$ cat config.mk
export PLATFORM = sky130hd
export DESIGN_NAME = stream_mean_variance_min_max
export DESIGN_NICKNAME = d
export VERILOG_FILES = /design/src/hdl/smv_pkg.sv /design/src/hdl/smv_ctrl.sv /design/src/hdl/smv_datapath.sv /design/src/hdl/stream_mean_variance_min_max.sv
export VERILOG_INCLUDE_DIRS = /design/src /design/src/hdl
export SDC_FILE = /design/constraint.sdc
export NUM_CORES = 2
export LEC_CHECK = 0
export BUFFER_PORTS_ARGS = -buffer_cell sky130_fd_sc_hd__buf_2
export CORE_ASPECT_RATIO = 1.1
export CORE_MARGIN = 5
export CORE_UTILIZATION = 66
export CTS_CLUSTER_DIAMETER = 100
export DETAILED_ROUTE_END_ITERATION = 16
export PLACE_DENSITY = 0.87
export SLEW_MARGIN = 20
export SYNTH_ARGS = -nofsm -noshare
export SYNTH_HDL_FRONTEND = slang
export SYNTH_HIERARCHICAL = 1
export SYNTH_SLANG_ARGS = --single-unit
$ cat constraint.sdc
create_clock -name clock -period 30.4 [get_ports clock]
set_input_delay 7.6 -clock clock [delete_from_list [all_inputs] [get_ports clock]]
set_output_delay 7.6 -clock clock [all_outputs]
set_load 0.01 [all_outputs]
$ cat src/hdl/stream_mean_variance_min_max_macros.svh
// Assertion helpers for the stream statistics block.
`ifndef STREAM_MEAN_VARIANCE_MIN_MAX_MACROS_SVH
`define STREAM_MEAN_VARIANCE_MIN_MAX_MACROS_SVH
`ifndef NO_ASSERTIONS
// same-cycle implication
`define SMV_ASSERT_IMPLY(lbl, clk, rst, ante, cons) \
   lbl: assert property (@(posedge clk) disable iff (rst) (ante) |-> (cons)) \
      else $error("smv assertion failed");
// next-cycle implication
`define SMV_ASSERT_NEXT(lbl, clk, rst, ante, cons) \
   lbl: assert property (@(posedge clk) disable iff (rst) (ante) |=> (cons)) \
      else $error("smv assertion failed");
`else
`define SMV_ASSERT_IMPLY(lbl, clk, rst, ante, cons)
`define SMV_ASSERT_NEXT(lbl, clk, rst, ante, cons)
`endif
`endif

$ cat src/hdl/smv_pkg.sv
package smv_pkg;

   typedef enum logic [2:0] {
      PH_MUL_NSQ,
      PH_MUL_SS,
      PH_MUL_NN,
      PH_DIV_VAR,
      PH_DIV_MEAN,
      PH_SQRT
   } phase_type;

   typedef enum logic [1:0] {
      ST_IDLE,
      ST_LOAD,
      ST_STEP,
      ST_FINISH
   } state_type;

   typedef struct packed {
      logic      accept;
      logic      load;
      logic      step;
      logic      out_load;
      phase_type phase;
   } dp_cmd_type;

   typedef struct packed {
      logic out_free;
   } dp_status_type;

endpackage

$ cat src/hdl/smv_ctrl.sv
module smv_ctrl
   import smv_pkg::*;
#(
   parameter int SAMPLE_BITS = 16,
   parameter int COUNT_BITS  = 24,
   parameter int FRAC_BITS   = 8
) (
   input  logic          clock,
   input  logic          reset,
   input  logic          req_tvalid,
   input  logic          req_tlast,
   output logic          req_tready,
   input  dp_status_type status,
   output dp_cmd_type    cmd
);

   localparam int SUM_W = SAMPLE_BITS + COUNT_BITS;
   localparam int SQ_W  = 2 * SAMPLE_BITS + COUNT_BITS;
   localparam int PW    = SQ_W + COUNT_BITS;
   localparam int DW    = PW + FRAC_BITS;
   localparam int VAR_W = 2 * SAMPLE_BITS - 2 + FRAC_BITS;
   localparam int XW    = VAR_W + FRAC_BITS;
   localparam int CNT_W = $clog2(DW + 1);

   state_type        state_ff, state_in;
   phase_type        phase_ff, phase_in;
   logic [CNT_W-1:0] cnt_ff, cnt_in;
   logic [CNT_W-1:0] steps_m1;
   logic             accept;

   assign accept = req_tvalid && req_tready;

   always_comb begin
      unique case (phase_ff)
         PH_MUL_NSQ:  steps_m1 = CNT_W'(COUNT_BITS - 1);
         PH_MUL_SS:   steps_m1 = CNT_W'(SUM_W - 1);
         PH_MUL_NN:   steps_m1 = CNT_W'(COUNT_BITS - 1);
         PH_DIV_VAR:  steps_m1 = CNT_W'(DW - 1);
         PH_DIV_MEAN: steps_m1 = CNT_W'(DW - 1);
         PH_SQRT:     steps_m1 = CNT_W'(XW / 2 - 1);
         default:     steps_m1 = '0;
      endcase
   end

   // next state
   always_comb begin
      state_in = state_ff;
      phase_in = phase_ff;
      cnt_in   = cnt_ff;
      unique case (state_ff)
         ST_IDLE: begin
            if (accept && req_tlast) begin
               state_in = ST_LOAD;
               phase_in = PH_MUL_NSQ;
            end
         end
         ST_LOAD: begin
            state_in = ST_STEP;
            cnt_in   = steps_m1;
         end
         ST_STEP: begin
            cnt_in = cnt_ff - 1'b1;
            if (cnt_ff == '0) begin
               if (phase_ff == PH_SQRT) begin
                  state_in = ST_FINISH;
               end else begin
                  state_in = ST_LOAD;
                  phase_in = phase_type'(phase_ff + 1'b1);
               end
            end
         end
         ST_FINISH: begin
            if (status.out_free) begin
               state_in = ST_IDLE;
            end
         end
         default: state_in = ST_IDLE;
      endcase
   end

   // outputs
   always_comb begin
      req_tready   = (state_ff == ST_IDLE);
      cmd.accept   = req_tvalid && (state_ff == ST_IDLE);
      cmd.load     = (state_ff == ST_LOAD);
      cmd.step     = (state_ff == ST_STEP);
      cmd.out_load = (state_ff == ST_FINISH) && status.out_free;
      cmd.phase    = phase_ff;
   end

   always_ff @(posedge clock) begin
      if (reset) begin
         state_ff <= ST_IDLE;
         phase_ff <= PH_MUL_NSQ;
         cnt_ff   <= '0;
      end else begin
         state_ff <= state_in;
         phase_ff <= phase_in;
         cnt_ff   <= cnt_in;
      end
   end

endmodule

$ cat src/hdl/smv_datapath.sv
module smv_datapath
   import smv_pkg::*;
#(
   parameter int SAMPLE_BITS = 16,
   parameter int COUNT_BITS  = 24,
   parameter int FRAC_BITS   = 8
) (
   input  logic                                    clock,
   input  logic                                    reset,
   input  dp_cmd_type                              cmd,
   input  logic [SAMPLE_BITS-1:0]                  sample,
   input  logic                                    last_sample,
   output dp_status_type                           status,
   input  logic                                    rsp_tready,
   output logic                                    rsp_tvalid,
   output logic [COUNT_BITS-1:0]                   sample_count,
   output logic [SAMPLE_BITS+FRAC_BITS-1:0]        mean_q8,
   output logic [2*SAMPLE_BITS-2+FRAC_BITS-1:0]    variance_q8,
   output logic [SAMPLE_BITS-1+FRAC_BITS-1:0]      stdev_q8,
   output logic [SAMPLE_BITS-1:0]                  minimum,
   output logic [SAMPLE_BITS-1:0]                  maximum,
   output logic                                    count_overflow
);

   localparam int SUM_W  = SAMPLE_BITS + COUNT_BITS;
   localparam int SQ_W   = 2 * SAMPLE_BITS + COUNT_BITS;
   localparam int PW     = SQ_W + COUNT_BITS;
   localparam int DW     = PW + FRAC_BITS;
   localparam int DENW   = 2 * COUNT_BITS;
   localparam int MEAN_W = SAMPLE_BITS + FRAC_BITS;
   localparam int VAR_W  = 2 * SAMPLE_BITS - 2 + FRAC_BITS;
   localparam int XW     = VAR_W + FRAC_BITS;
   localparam int SD_W   = SAMPLE_BITS - 1 + FRAC_BITS;

   // running accumulators
   logic [COUNT_BITS-1:0]  cnt_ff, cnt_in;
   logic [SUM_W-1:0]       sum_ff, sum_in;
   logic [SQ_W-1:0]        sq_ff, sq_in;
   logic [SAMPLE_BITS-1:0] min_ff, min_in, max_ff, max_in;
   logic                   ovf_ff, ovf_in;

   // snapshot of the finished set
   logic [COUNT_BITS-1:0]  n_ff;
   logic [SUM_W-1:0]       s_ff;
   logic [SQ_W-1:0]        ss_ff;
   logic [SAMPLE_BITS-1:0] smin_ff, smax_ff;
   logic                   sovf_ff;

   // shared engine
   logic [PW-1:0]     p_ff, p_in, a_ff, a_in, t_ff, t_in;
   logic [SUM_W-1:0]  b_ff, b_in;
   logic [DW-1:0]     d_ff, d_in, q_ff, q_in;
   logic [DENW-1:0]   den_ff, den_in, r_ff, r_in;
   logic [VAR_W-1:0]  var_ff, var_in;
   logic [MEAN_W-1:0] mean_ff, mean_in;
   logic [XW-1:0]     x_ff, x_in;
   logic [SD_W-1:0]   root_ff, root_in;
   logic [SD_W+1:0]   sr_ff, sr_in;

   logic [DENW:0]     r_shift;
   logic              r_ge;
   logic [SD_W+3:0]   sq_rem, sq_trial;
   logic              sq_ge;

   logic rsp_valid_ff, rsp_valid_in;

   always_comb begin
      cnt_in = cnt_ff;
      sum_in = sum_ff;
      sq_in  = sq_ff;
      min_in = min_ff;
      max_in = max_ff;
      ovf_in = ovf_ff;
      if (cnt_ff == '1) begin
         ovf_in = 1'b1;
      end else begin
         cnt_in = cnt_ff + 1'b1;
         sum_in = sum_ff + SUM_W'(sample);
         sq_in  = sq_ff + SQ_W'(sample) * SQ_W'(sample);
         if (sample < min_ff) min_in = sample;
         if (sample > max_ff) max_in = sample;
      end
   end

   always_ff @(posedge clock) begin
      if (reset) begin
         cnt_ff <= '0;
         sum_ff <= '0;
         sq_ff  <= '0;
         min_ff <= '1;
         max_ff <= '0;
         ovf_ff <= 1'b0;
      end else if (cmd.accept) begin
         if (last_sample) begin
            cnt_ff <= '0;
            sum_ff <= '0;
            sq_ff  <= '0;
            min_ff <= '1;
            max_ff <= '0;
            ovf_ff <= 1'b0;
         end else begin
            cnt_ff <= cnt_in;
            sum_ff <= sum_in;
            sq_ff  <= sq_in;
            min_ff <= min_in;
            max_ff <= max_in;
            ovf_ff <= ovf_in;
         end
      end
   end

   always_ff @(posedge clock) begin
      if (cmd.accept && last_sample) begin
         n_ff    <= cnt_in;
         s_ff    <= sum_in;
         ss_ff   <= sq_in;
         smin_ff <= min_in;
         smax_ff <= max_in;
         sovf_ff <= ovf_in;
      end
   end

   // restoring divide and square-root steps
   assign r_shift  = {r_ff, d_ff[DW-1]};
   assign r_ge     = (r_shift >= {1'b0, den_ff});
   assign sq_rem   = {sr_ff, x_ff[XW-1 -: 2]};
   assign sq_trial = (SD_W + 4)'({root_ff, 2'b01});
   assign sq_ge    = (sq_rem >= sq_trial);

   always_comb begin
      p_in    = p_ff;
      a_in    = a_ff;
      b_in    = b_ff;
      t_in    = t_ff;
      d_in    = d_ff;
      q_in    = q_ff;
      den_in  = den_ff;
      r_in    = r_ff;
      var_in  = var_ff;
      mean_in = mean_ff;
      x_in    = x_ff;
      root_in = root_ff;
      sr_in   = sr_ff;
      if (cmd.load) begin
         unique case (cmd.phase)
            PH_MUL_NSQ: begin
               a_in = PW'(ss_ff);
               b_in = SUM_W'(n_ff);
               p_in = '0;
            end
            PH_MUL_SS: begin
               t_in = p_ff;
               a_in = PW'(s_ff);
               b_in = s_ff;
               p_in = '0;
            end
            PH_MUL_NN: begin
               t_in = t_ff - p_ff;
               a_in = PW'(n_ff);
               b_in = SUM_W'(n_ff);
               p_in = '0;
            end
            PH_DIV_VAR: begin
               den_in = p_ff[DENW-1:0];
               d_in   = {t_ff, {FRAC_BITS{1'b0}}};
               r_in   = '0;
               q_in   = '0;
            end
            PH_DIV_MEAN: begin
               var_in = q_ff[VAR_W-1:0];
               den_in = DENW'(n_ff);
               d_in   = DW'({s_ff, {FRAC_BITS{1'b0}}});
               r_in   = '0;
               q_in   = '0;
            end
            PH_SQRT: begin
               mean_in = q_ff[MEAN_W-1:0];
               x_in    = {var_ff, {FRAC_BITS{1'b0}}};
               root_in = '0;
               sr_in   = '0;
            end
            default: ;
         endcase
      end else if (cmd.step) begin
         unique case (cmd.phase)
            PH_MUL_NSQ, PH_MUL_SS, PH_MUL_NN: begin
               if (b_ff[0]) p_in = p_ff + a_ff;
               a_in = {a_ff[PW-2:0], 1'b0};
               b_in = {1'b0, b_ff[SUM_W-1:1]};
            end
            PH_DIV_VAR, PH_DIV_MEAN: begin
               r_in = r_ge ? DENW'(r_shift - {1'b0, den_ff}) : r_shift[DENW-1:0];
               q_in = {q_ff[DW-2:0], r_ge};
               d_in = {d_ff[DW-2:0], 1'b0};
            end
            PH_SQRT: begin
               sr_in   = sq_ge ? (SD_W + 2)'(sq_rem - sq_trial) : sq_rem[SD_W+1:0];
               root_in = {root_ff[SD_W-2:0], sq_ge};
               x_in    = {x_ff[XW-3:0], 2'b00};
            end
            default: ;
         endcase
      end
   end

   always_ff @(posedge clock) begin
      p_ff    <= p_in;
      a_ff    <= a_in;
      b_ff    <= b_in;
      t_ff    <= t_in;
      d_ff    <= d_in;
      q_ff    <= q_in;
      den_ff  <= den_in;
      r_ff    <= r_in;
      var_ff  <= var_in;
      mean_ff <= mean_in;
      x_ff    <= x_in;
      root_ff <= root_in;
      sr_ff   <= sr_in;
   end

   // result register
   assign status.out_free = !rsp_valid_ff || rsp_tready;

   always_comb begin
      rsp_valid_in = rsp_valid_ff;
      if (rsp_tready) rsp_valid_in = 1'b0;
      if (cmd.out_load) rsp_valid_in = 1'b1;
   end

   always_ff @(posedge clock) begin
      if (reset) begin
         rsp_valid_ff <= 1'b0;
      end else begin
         rsp_valid_ff <= rsp_valid_in;
      end
   end

   always_ff @(posedge clock) begin
      if (cmd.out_load) begin
         sample_count   <= n_ff;
         mean_q8        <= mean_ff;
         variance_q8    <= var_ff;
         stdev_q8       <= root_ff;
         minimum        <= smin_ff;
         maximum        <= smax_ff;
         count_overflow <= sovf_ff;
      end
   end

   assign rsp_tvalid = rsp_valid_ff;

endmodule

$ cat src/hdl/stream_mean_variance_min_max.sv
// Per-set streaming statistics: count, mean, variance, stdev, min, max.
// Input item channel (req_): one unsigned sample per item in req_tdata,
//   req_tlast marks the last sample of a set. Samples are accumulated at
//   one per cycle while the block is idle.
// Result channel (rsp_): one item per set, issued after its last sample.
// After the last sample the result is formed in turn by shift-add multiply
//   steps, restoring divide steps and square-root steps, each phase opened
//   by a load, and is then handed off into the result register.
//   A single shared shift/add/subtract unit does all of this work;
//   req_tready is low for that whole stretch.
// Samples after the count saturates are dropped and count_overflow is set.
// Reset clears the accumulators (min to all ones) and empties the result
//   register. A result held by a stalled receiver does not block new
//   samples; only the next set's final computation waits for the slot.
module stream_mean_variance_min_max
   import smv_pkg::*;
#(
   parameter int SAMPLE_BITS = 16,
   parameter int COUNT_BITS  = 24,
   parameter int FRAC_BITS   = 8
) (
   input  logic                clock,
   input  logic                reset,
   input  logic                req_tvalid,
   output logic                req_tready,
   // [SAMPLE_BITS-1:0] sample
   input  logic [((SAMPLE_BITS+7)/8)*8-1:0] req_tdata,
   input  logic                req_tlast,
   output logic                rsp_tvalid,
   input  logic                rsp_tready,
   // from bit 0 up: sample_count, mean_q8, variance_q8, stdev_q8,
   // minimum, maximum, count_overflow
   output logic [((COUNT_BITS + 6*SAMPLE_BITS + 3*FRAC_BITS - 2 + 7)/8)*8-1:0] rsp_tdata
);

   localparam int MEAN_W = SAMPLE_BITS + FRAC_BITS;
   localparam int VAR_W  = 2 * SAMPLE_BITS - 2 + FRAC_BITS;
   localparam int SD_W   = SAMPLE_BITS - 1 + FRAC_BITS;
   localparam int RSP_USED = COUNT_BITS + MEAN_W + VAR_W + SD_W + 2 * SAMPLE_BITS + 1;
   localparam int RSP_W  = ((RSP_USED + 7) / 8) * 8;

   dp_cmd_type             cmd;
   dp_status_type          status;
   logic [COUNT_BITS-1:0]  sample_count;
   logic [MEAN_W-1:0]      mean_q8;
   logic [VAR_W-1:0]       variance_q8;
   logic [SD_W-1:0]        stdev_q8;
   logic [SAMPLE_BITS-1:0] minimum, maximum;
   logic                   count_overflow;

   smv_ctrl #(
      .SAMPLE_BITS(SAMPLE_BITS),
      .COUNT_BITS (COUNT_BITS),
      .FRAC_BITS  (FRAC_BITS)
   ) u_ctrl (
      .clock     (clock),
      .reset     (reset),
      .req_tvalid(req_tvalid),
      .req_tlast (req_tlast),
      .req_tready(req_tready),
      .status    (status),
      .cmd       (cmd)
   );

   smv_datapath #(
      .SAMPLE_BITS(SAMPLE_BITS),
      .COUNT_BITS (COUNT_BITS),
      .FRAC_BITS  (FRAC_BITS)
   ) u_datapath (
      .clock         (clock),
      .reset         (reset),
      .cmd           (cmd),
      .sample        (req_tdata[SAMPLE_BITS-1:0]),
      .last_sample   (req_tlast),
      .status        (status),
      .rsp_tready    (rsp_tready),
      .rsp_tvalid    (rsp_tvalid),
      .sample_count  (sample_count),
      .mean_q8       (mean_q8),
      .variance_q8   (variance_q8),
      .stdev_q8      (stdev_q8),
      .minimum       (minimum),
      .maximum       (maximum),
      .count_overflow(count_overflow)
   );

   assign rsp_tdata = RSP_W'({count_overflow, maximum, minimum, stdev_q8,
                              variance_q8, mean_q8, sample_count});

`include "stream_mean_variance_min_max_macros.svh"

   // the last sample of a set closes the input until its result is formed
   `SMV_ASSERT_NEXT(a_busy_after_last, clock, reset, req_tvalid && req_tready && req_tlast, !req_tready)
   // a set always has at least one sample, so its extremes are ordered
   `SMV_ASSERT_IMPLY(a_min_le_max, clock, reset, rsp_tvalid, minimum <= maximum)
   // the square root never overshoots
   `SMV_ASSERT_IMPLY(a_sqrt_floor, clock, reset, rsp_tvalid, (2*SD_W)'(stdev_q8) * (2*SD_W)'(stdev_q8) <= (2*SD_W)'({variance_q8, {FRAC_BITS{1'b0}}}))

endmodule
# Word level (Yosys, flattened, before mapping)
# Index checks and enable logic that the tools add are counted.
[word_totals] reg_bits=1119 inputBits=21 word_cells=169
[op_classes] add_sub_neg=9 multipliers=1 magnitude_cmp=4 n_eq_ne=20 mux=68 n_reduce_logical=31
[op_table] op="80-bit 2-to-1 mux" n=8
[op_table] op="88-bit 2-to-1 mux" n=3
[op_table] op="48-bit 2-to-1 mux" n=5
[op_table] op="80-bit case mux with 3 select lines" n=1
[op_table] op="40-bit 2-to-1 mux" n=5
[op_table] op="46-bit 2-to-1 mux" n=4
[op_table] op="88-bit case mux with 2 select lines" n=1
[op_table] op="80-bit case mux with 2 select lines" n=1
[op_table] op="38-bit 2-to-1 mux" n=4
[op_table] op="25-bit 2-to-1 mux" n=5
[op_table] op="56-bit 2-to-1 mux" n=2
[op_table] op="16-bit 2-to-1 mux" n=6
[op_table] op="48-bit case mux with 2 select lines" n=1
[op_table] op="23-bit 2-to-1 mux" n=4
[op_table] op="80-bit adder" n=1
[op_table] op="40-bit case mux with 2 select lines" n=1
[op_table] op="80-bit subtractor" n=1
[op_table] op="56-bit by 32-bit adder with 56-bit output" n=1
[op_table] op="49-bit by 48-bit >= comparator with 1-bit output" n=1
[op_table] op="24-bit 2-to-1 mux" n=2
[op_table] op="48-bit subtractor" n=1
[op_table] op="40-bit by 16-bit adder with 40-bit output" n=1
[op_table] op="16-bit by 16-bit multiplier with 32-bit output" n=1
[op_table] op="7-bit case mux with 4 select lines" n=1
[op_table] op="36 further kinds" n=72

# Logic depth before layout (Yosys ltp)
[depth] word_depth=5 depth_mapped=29

# Modules after synthesis
# The synthesis kept the hierarchy.
[by_module_without_submodules] mod="smv_datapath" n_inst=1 cells_each=6590 area_each_um2=66777.8
[by_module_without_submodules] mod="smv_ctrl" n_inst=1 cells_each=102 area_each_um2=848.3
[by_module_without_submodules] mod="stream_mean_variance_min_max" n_inst=1 cells_each=4 area_each_um2=26.3

# Worst setup path after synthesis
# No wires, ideal clock.
[synth_timing] kind="input port to flip-flop" startpoint="input req_tlast" endpoint="register u_datapath.min_ff[12]" t_arrival_ns=15.870 slack_ns=14.451 path_stages=6 n_path_buf=2 path_cell_list="clkbuf_1 > inv_1 > nor2_1 > nor2_1 > clkbuf_1 > o211ai_1"
[synth_via] elab_chain_len=1
[synth_lines] item="start, declared" line="stream_mean_variance_min_max.sv:28" text="input logic req_tlast,"
[synth_lines] item="16-bit 2-to-1 mux" line="smv_datapath.sv:94" text="if (last_sample) begin"
[synth_lines] item="end signal, assigned" line="smv_datapath.sv:105" text="min_ff <= min_in;"
[synth_lines] item="end, declared" line="smv_datapath.sv:39" text="logic [SAMPLE_BITS-1:0] min_ff, min_in, max_ff, max_in;"
# No other way between the ends.
# A chain may end at the register's enable or synchronous reset.

# Worst setup path in the final report
[layout_timing] startpoint="input req_tdata[3]" endpoint="register u_datapath.sq_ff[43]"
[layout_via] elab_chain_len=4
[layout_lines] item="start, declared" line="stream_mean_variance_min_max.sv:27" text="input logic [((SAMPLE_BITS+7)/8)*8-1:0] req_tdata,"
[layout_lines] item="16-bit by 16-bit multiplier with 32-bit output" line="smv_datapath.sv:79" text="sq_in = sq_ff + SQ_W'(sample) * SQ_W'(sample);"
[layout_lines] item="56-bit by 32-bit adder with 56-bit output" line="smv_datapath.sv:79"
[layout_lines] item="56-bit 2-to-1 mux" line="smv_datapath.sv:74" text="if (cnt_ff == '1) begin"
[layout_lines] item="56-bit 2-to-1 mux" line="smv_datapath.sv:94"
[layout_lines] item="end signal, assigned" line="smv_datapath.sv:104" text="sq_ff <= sq_in;"
[layout_lines] item="end, declared" line="smv_datapath.sv:38" text="logic [SQ_W-1:0] sq_ff, sq_in;"
# No other way between the ends.

==> impl_metrics.env <==
export IMPL_power_total_mw=7.990
export IMPL_initial_core_util_pct=66.30
export IMPL_synth_area_mux_share_pct=2.584
export IMPL_rsz0062_at_grt="no"
export IMPL_fp_dieH_um=345.8
export IMPL_final_cell_area_sq_um=73260
export IMPL_leakage_nw=29.88
export IMPL_grt_antenna_before_repair=1
export IMPL_cts_root_buf="clkbuf_16"
export IMPL_critical_path_peak_fanout=18
export IMPL_die_w_um=315.3
export IMPL_grt_overflow=0
export IMPL_wl_met1_um=67880
export IMPL_critical_path_required_ns=31.04
export IMPL_core_area_sq_um=102000
export IMPL_cts_setup_buffers=0
export IMPL_grt_pass1_vias=50297
export IMPL_yosys_most_used_dff="edfxtp_1"
export IMPL_synth_edf_count=937
export IMPL_dr_wl_met3_um=14010
export IMPL_syn_inst=6696
export IMPL_synth_area_per_cell_sq_um=10.10
export IMPL_drtPass1Iterations=6
export IMPL_yosysMostFrequentCell="edfxtp_1"
export IMPL_dieArea_sq_um=109000
export IMPL_crit_type="input port to flop"
export IMPL_drive_gt1_share_pct=7.805
export IMPL_async_flop_share_pct=0
export IMPL_drv_cap=0
export IMPL_synthAdderAreaFrac_pct=13.20
export IMPL_fin_crit_ns=14.57
export IMPL_ctsResizeCount=0
export IMPL_dr_wl_met2_um=83910
export IMPL_fmaxAchievable_ghz=0.06864
export IMPL_grt_usage_pct=30.95
export IMPL_clock_latency_ns=0.73
export IMPL_skew_ns=0.03914
export IMPL_r2r_start="u_datapath/sq_ff[10]"
export IMPL_synthTopCellsByCount="edfxtp_1 (937), inv_1 (636), nand2_1 (633), nor2_1 (625), a21oi_1 (468)"
export IMPL_netlist_area_leader_share_pct=41.59
export IMPL_hold_path_startpoint="u_datapath/smax_ff[8]"
export IMPL_status="complete, no violations"
export IMPL_nNetsFinal=7296
export IMPL_gp_congestion=0.9663
export IMPL_synth_compound_gate_area_share_pct=15.06
export IMPL_period_share_pct=47.92
export IMPL_startpoint="req_tdata[3]"
export IMPL_dp_hpwl_um=123200
export IMPL_synth_cell_types=91
export IMPL_ys_seq_area_share_pct=46.50
export IMPL_grt_start_max_net_pins=161
export IMPL_tns_ns=0
export IMPL_areaGrowthSynthToFinish_pct=8.287
export IMPL_clock_sinks=1103
export IMPL_critPathArrivalTime_ns=15.21
export IMPL_ant_nets=0
export IMPL_cts_hold_buffers_added=0
export IMPL_vias_per_cell=6.277
export IMPL_startpoint_type="input port"
export IMPL_tritoncts="built"
export IMPL_hp_class="flop to flop"
export IMPL_drv_slew=0
export IMPL_h_tree_depth=3
export IMPL_yosysTopAreaCell="edfxtp_1"
export IMPL_num_vias=51179
export IMPL_power_density_nw_per_um2=109.1
export IMPL_dpl_cell_count=7941
export IMPL_synth_xor_area_share_pct=4.246
export IMPL_setup_viol=0
export IMPL_portBuffers=164
export IMPL_instances_no_fill=8154
export IMPL_ys_warnings_count=6
export IMPL_path_clk_slew_ns=0.06
export IMPL_drt_iter0_drc=5418
export IMPL_ir_drop_mv=0.1083
export IMPL_end_kind="flop"
export IMPL_cts_buffers=110
export IMPL_syn_area_sq_um=67650
export IMPL_whs_ns=0.4142
export IMPL_maxSlewHeadroom_pct=32.82
export IMPL_core_rowCount=123
export IMPL_drc=0
export IMPL_placed_area_sq_um=69370
export IMPL_synth_top_family_by_area="compound AO/OA/AOI/OAI gates"
export IMPL_grt_pass1_wl_um=272300
export IMPL_synth_area_top_cells="edfxtp_1 (42%), ha_1 (7.3%), fa_1 (5.9%)"
export IMPL_routed_top_layer="met5"
export IMPL_cts_buffer_depth=3
export IMPL_wirelength_um=172400
export IMPL_hold_viol=0
export IMPL_tightest_slew_ns=1.008
export IMPL_ios=167
export IMPL_synth_simple_area_share_pct=12.82
export IMPL_synth_seq_cells=1103
export IMPL_wire_per_inst_um=21.14
==> flip-flops by register name, summed over array words and instances (netlist names), 24 cells and up <==
signal,flops
u_datapath/a_ff,80
u_datapath/n_ff,24
u_datapath/den_ff,48
u_datapath/d_ff,80
u_datapath/p_ff,80
u_datapath/q_ff,38
u_datapath/variance_q8,38
u_datapath/sample_count,24
u_datapath/mean_q8,24
u_datapath/t_ff,80
u_datapath/mean_ff,24
u_datapath/b_ff,40
u_datapath/sum_ff,40
u_datapath/sr_ff,25
u_datapath/sq_ff,56
u_datapath/ss_ff,56
u_datapath/s_ff,40
u_datapath/r_ff,48
u_datapath/x_ff,38
u_datapath/var_ff,38
u_datapath/cnt_ff,24
==> kinds of logic after synthesis <==
| family | Yosys count |
|---|---|
| simple gates | 1909 |
| compound gates | 1610 |
| flops | 1103 |
| buf+inv | 982 |
| fa+ha+maj | 595 |
| xor+xnor | 328 |
| mux | 168 |
| other cells | 1 |
==> final timing paths <==
kind	endpoint	slack, ns	cells past startpoint
setup / recovery	u_datapath/sq_ff[43]	15.83	24
setup reg to reg	u_datapath/sq_ff[43]	24.21	19
hold reg to reg	u_datapath/maximum[8]	0.41	0
hold / removal	u_datapath/maximum[8]	0.41	0
==> critical path, stage by stage <==
cell      delay (ns)
buf_2           0.37
inv_1           0.31
nor2_1          0.35
fa_1            0.48
inv_1           0.08
fa_1            0.44
fa_1            0.50
fa_1            0.49
inv_1           0.05
fa_1            0.53
inv_1           0.06
fa_1            0.54
inv_1           0.04
ha_1            0.32
and3_1          0.23
o21ai_0         0.13
o21ai_0         0.29
a311oi_1        0.25
o21ai_1         0.30
nand2_1         0.11
o21ai_1         0.77
nand2_1         0.28
or4_1           0.55
a21oi_1         0.15
==> per-stage QoR <==
| step | utilization, % | setup slack (ns) |
|---|---|---|
| global route | 71.80 | 15.60 |
| global placement | 67.99 | 15.44 |
| detailed placement | 67.99 | 15.26 |
| CTS | 71.73 | 15.97 |
| finish | 71.80 | 15.83 |
| floorplan | - | 14.45 |
==> routing by layer <==
layer,track usage (%),vias up
met5,0,-
met3,4.477,388
li1,-,23678
met4,11.49,2
met1,40.98,24726
met2,52.28,2385
==> power by group <==
part           switching (mW)  internal, mW
clock                   0.606         0.806
sequential              0.200          2.15
combinational            2.63          1.59
total                    3.44          4.55
==> placed cells by master, fill, tap and decap left out, types with 97 or more instances in the layout <==
master,n
nand2_1,632
edfxtp_1,937
a21oi_1,468
xnor2_1,193
mux2i_1,115
ha_1,396
o21ai_0,407
nand3_1,126
buf_2,163
inv_1,635
fa_1,198
xor2_1,135
nand4_1,97
clkbuf_16,114
nor2b_1,97
dfxtp_1,166
a21o_1,152
nor2_1,612
==> layout make-up <==
class	instances	area, sq um
Antenna cell	1	2.502
Sequential cell	1103	31460
Multi-Input combinational cell	4612	32580
Fill cell	7096	28780
Clock buffer	146	3113
Tap cell	1375	1720
Inverter	638	2396
Timing Repair Buffer	215	1284
Clock inverter	64	705.7
(Power assumes the default switching activity.)
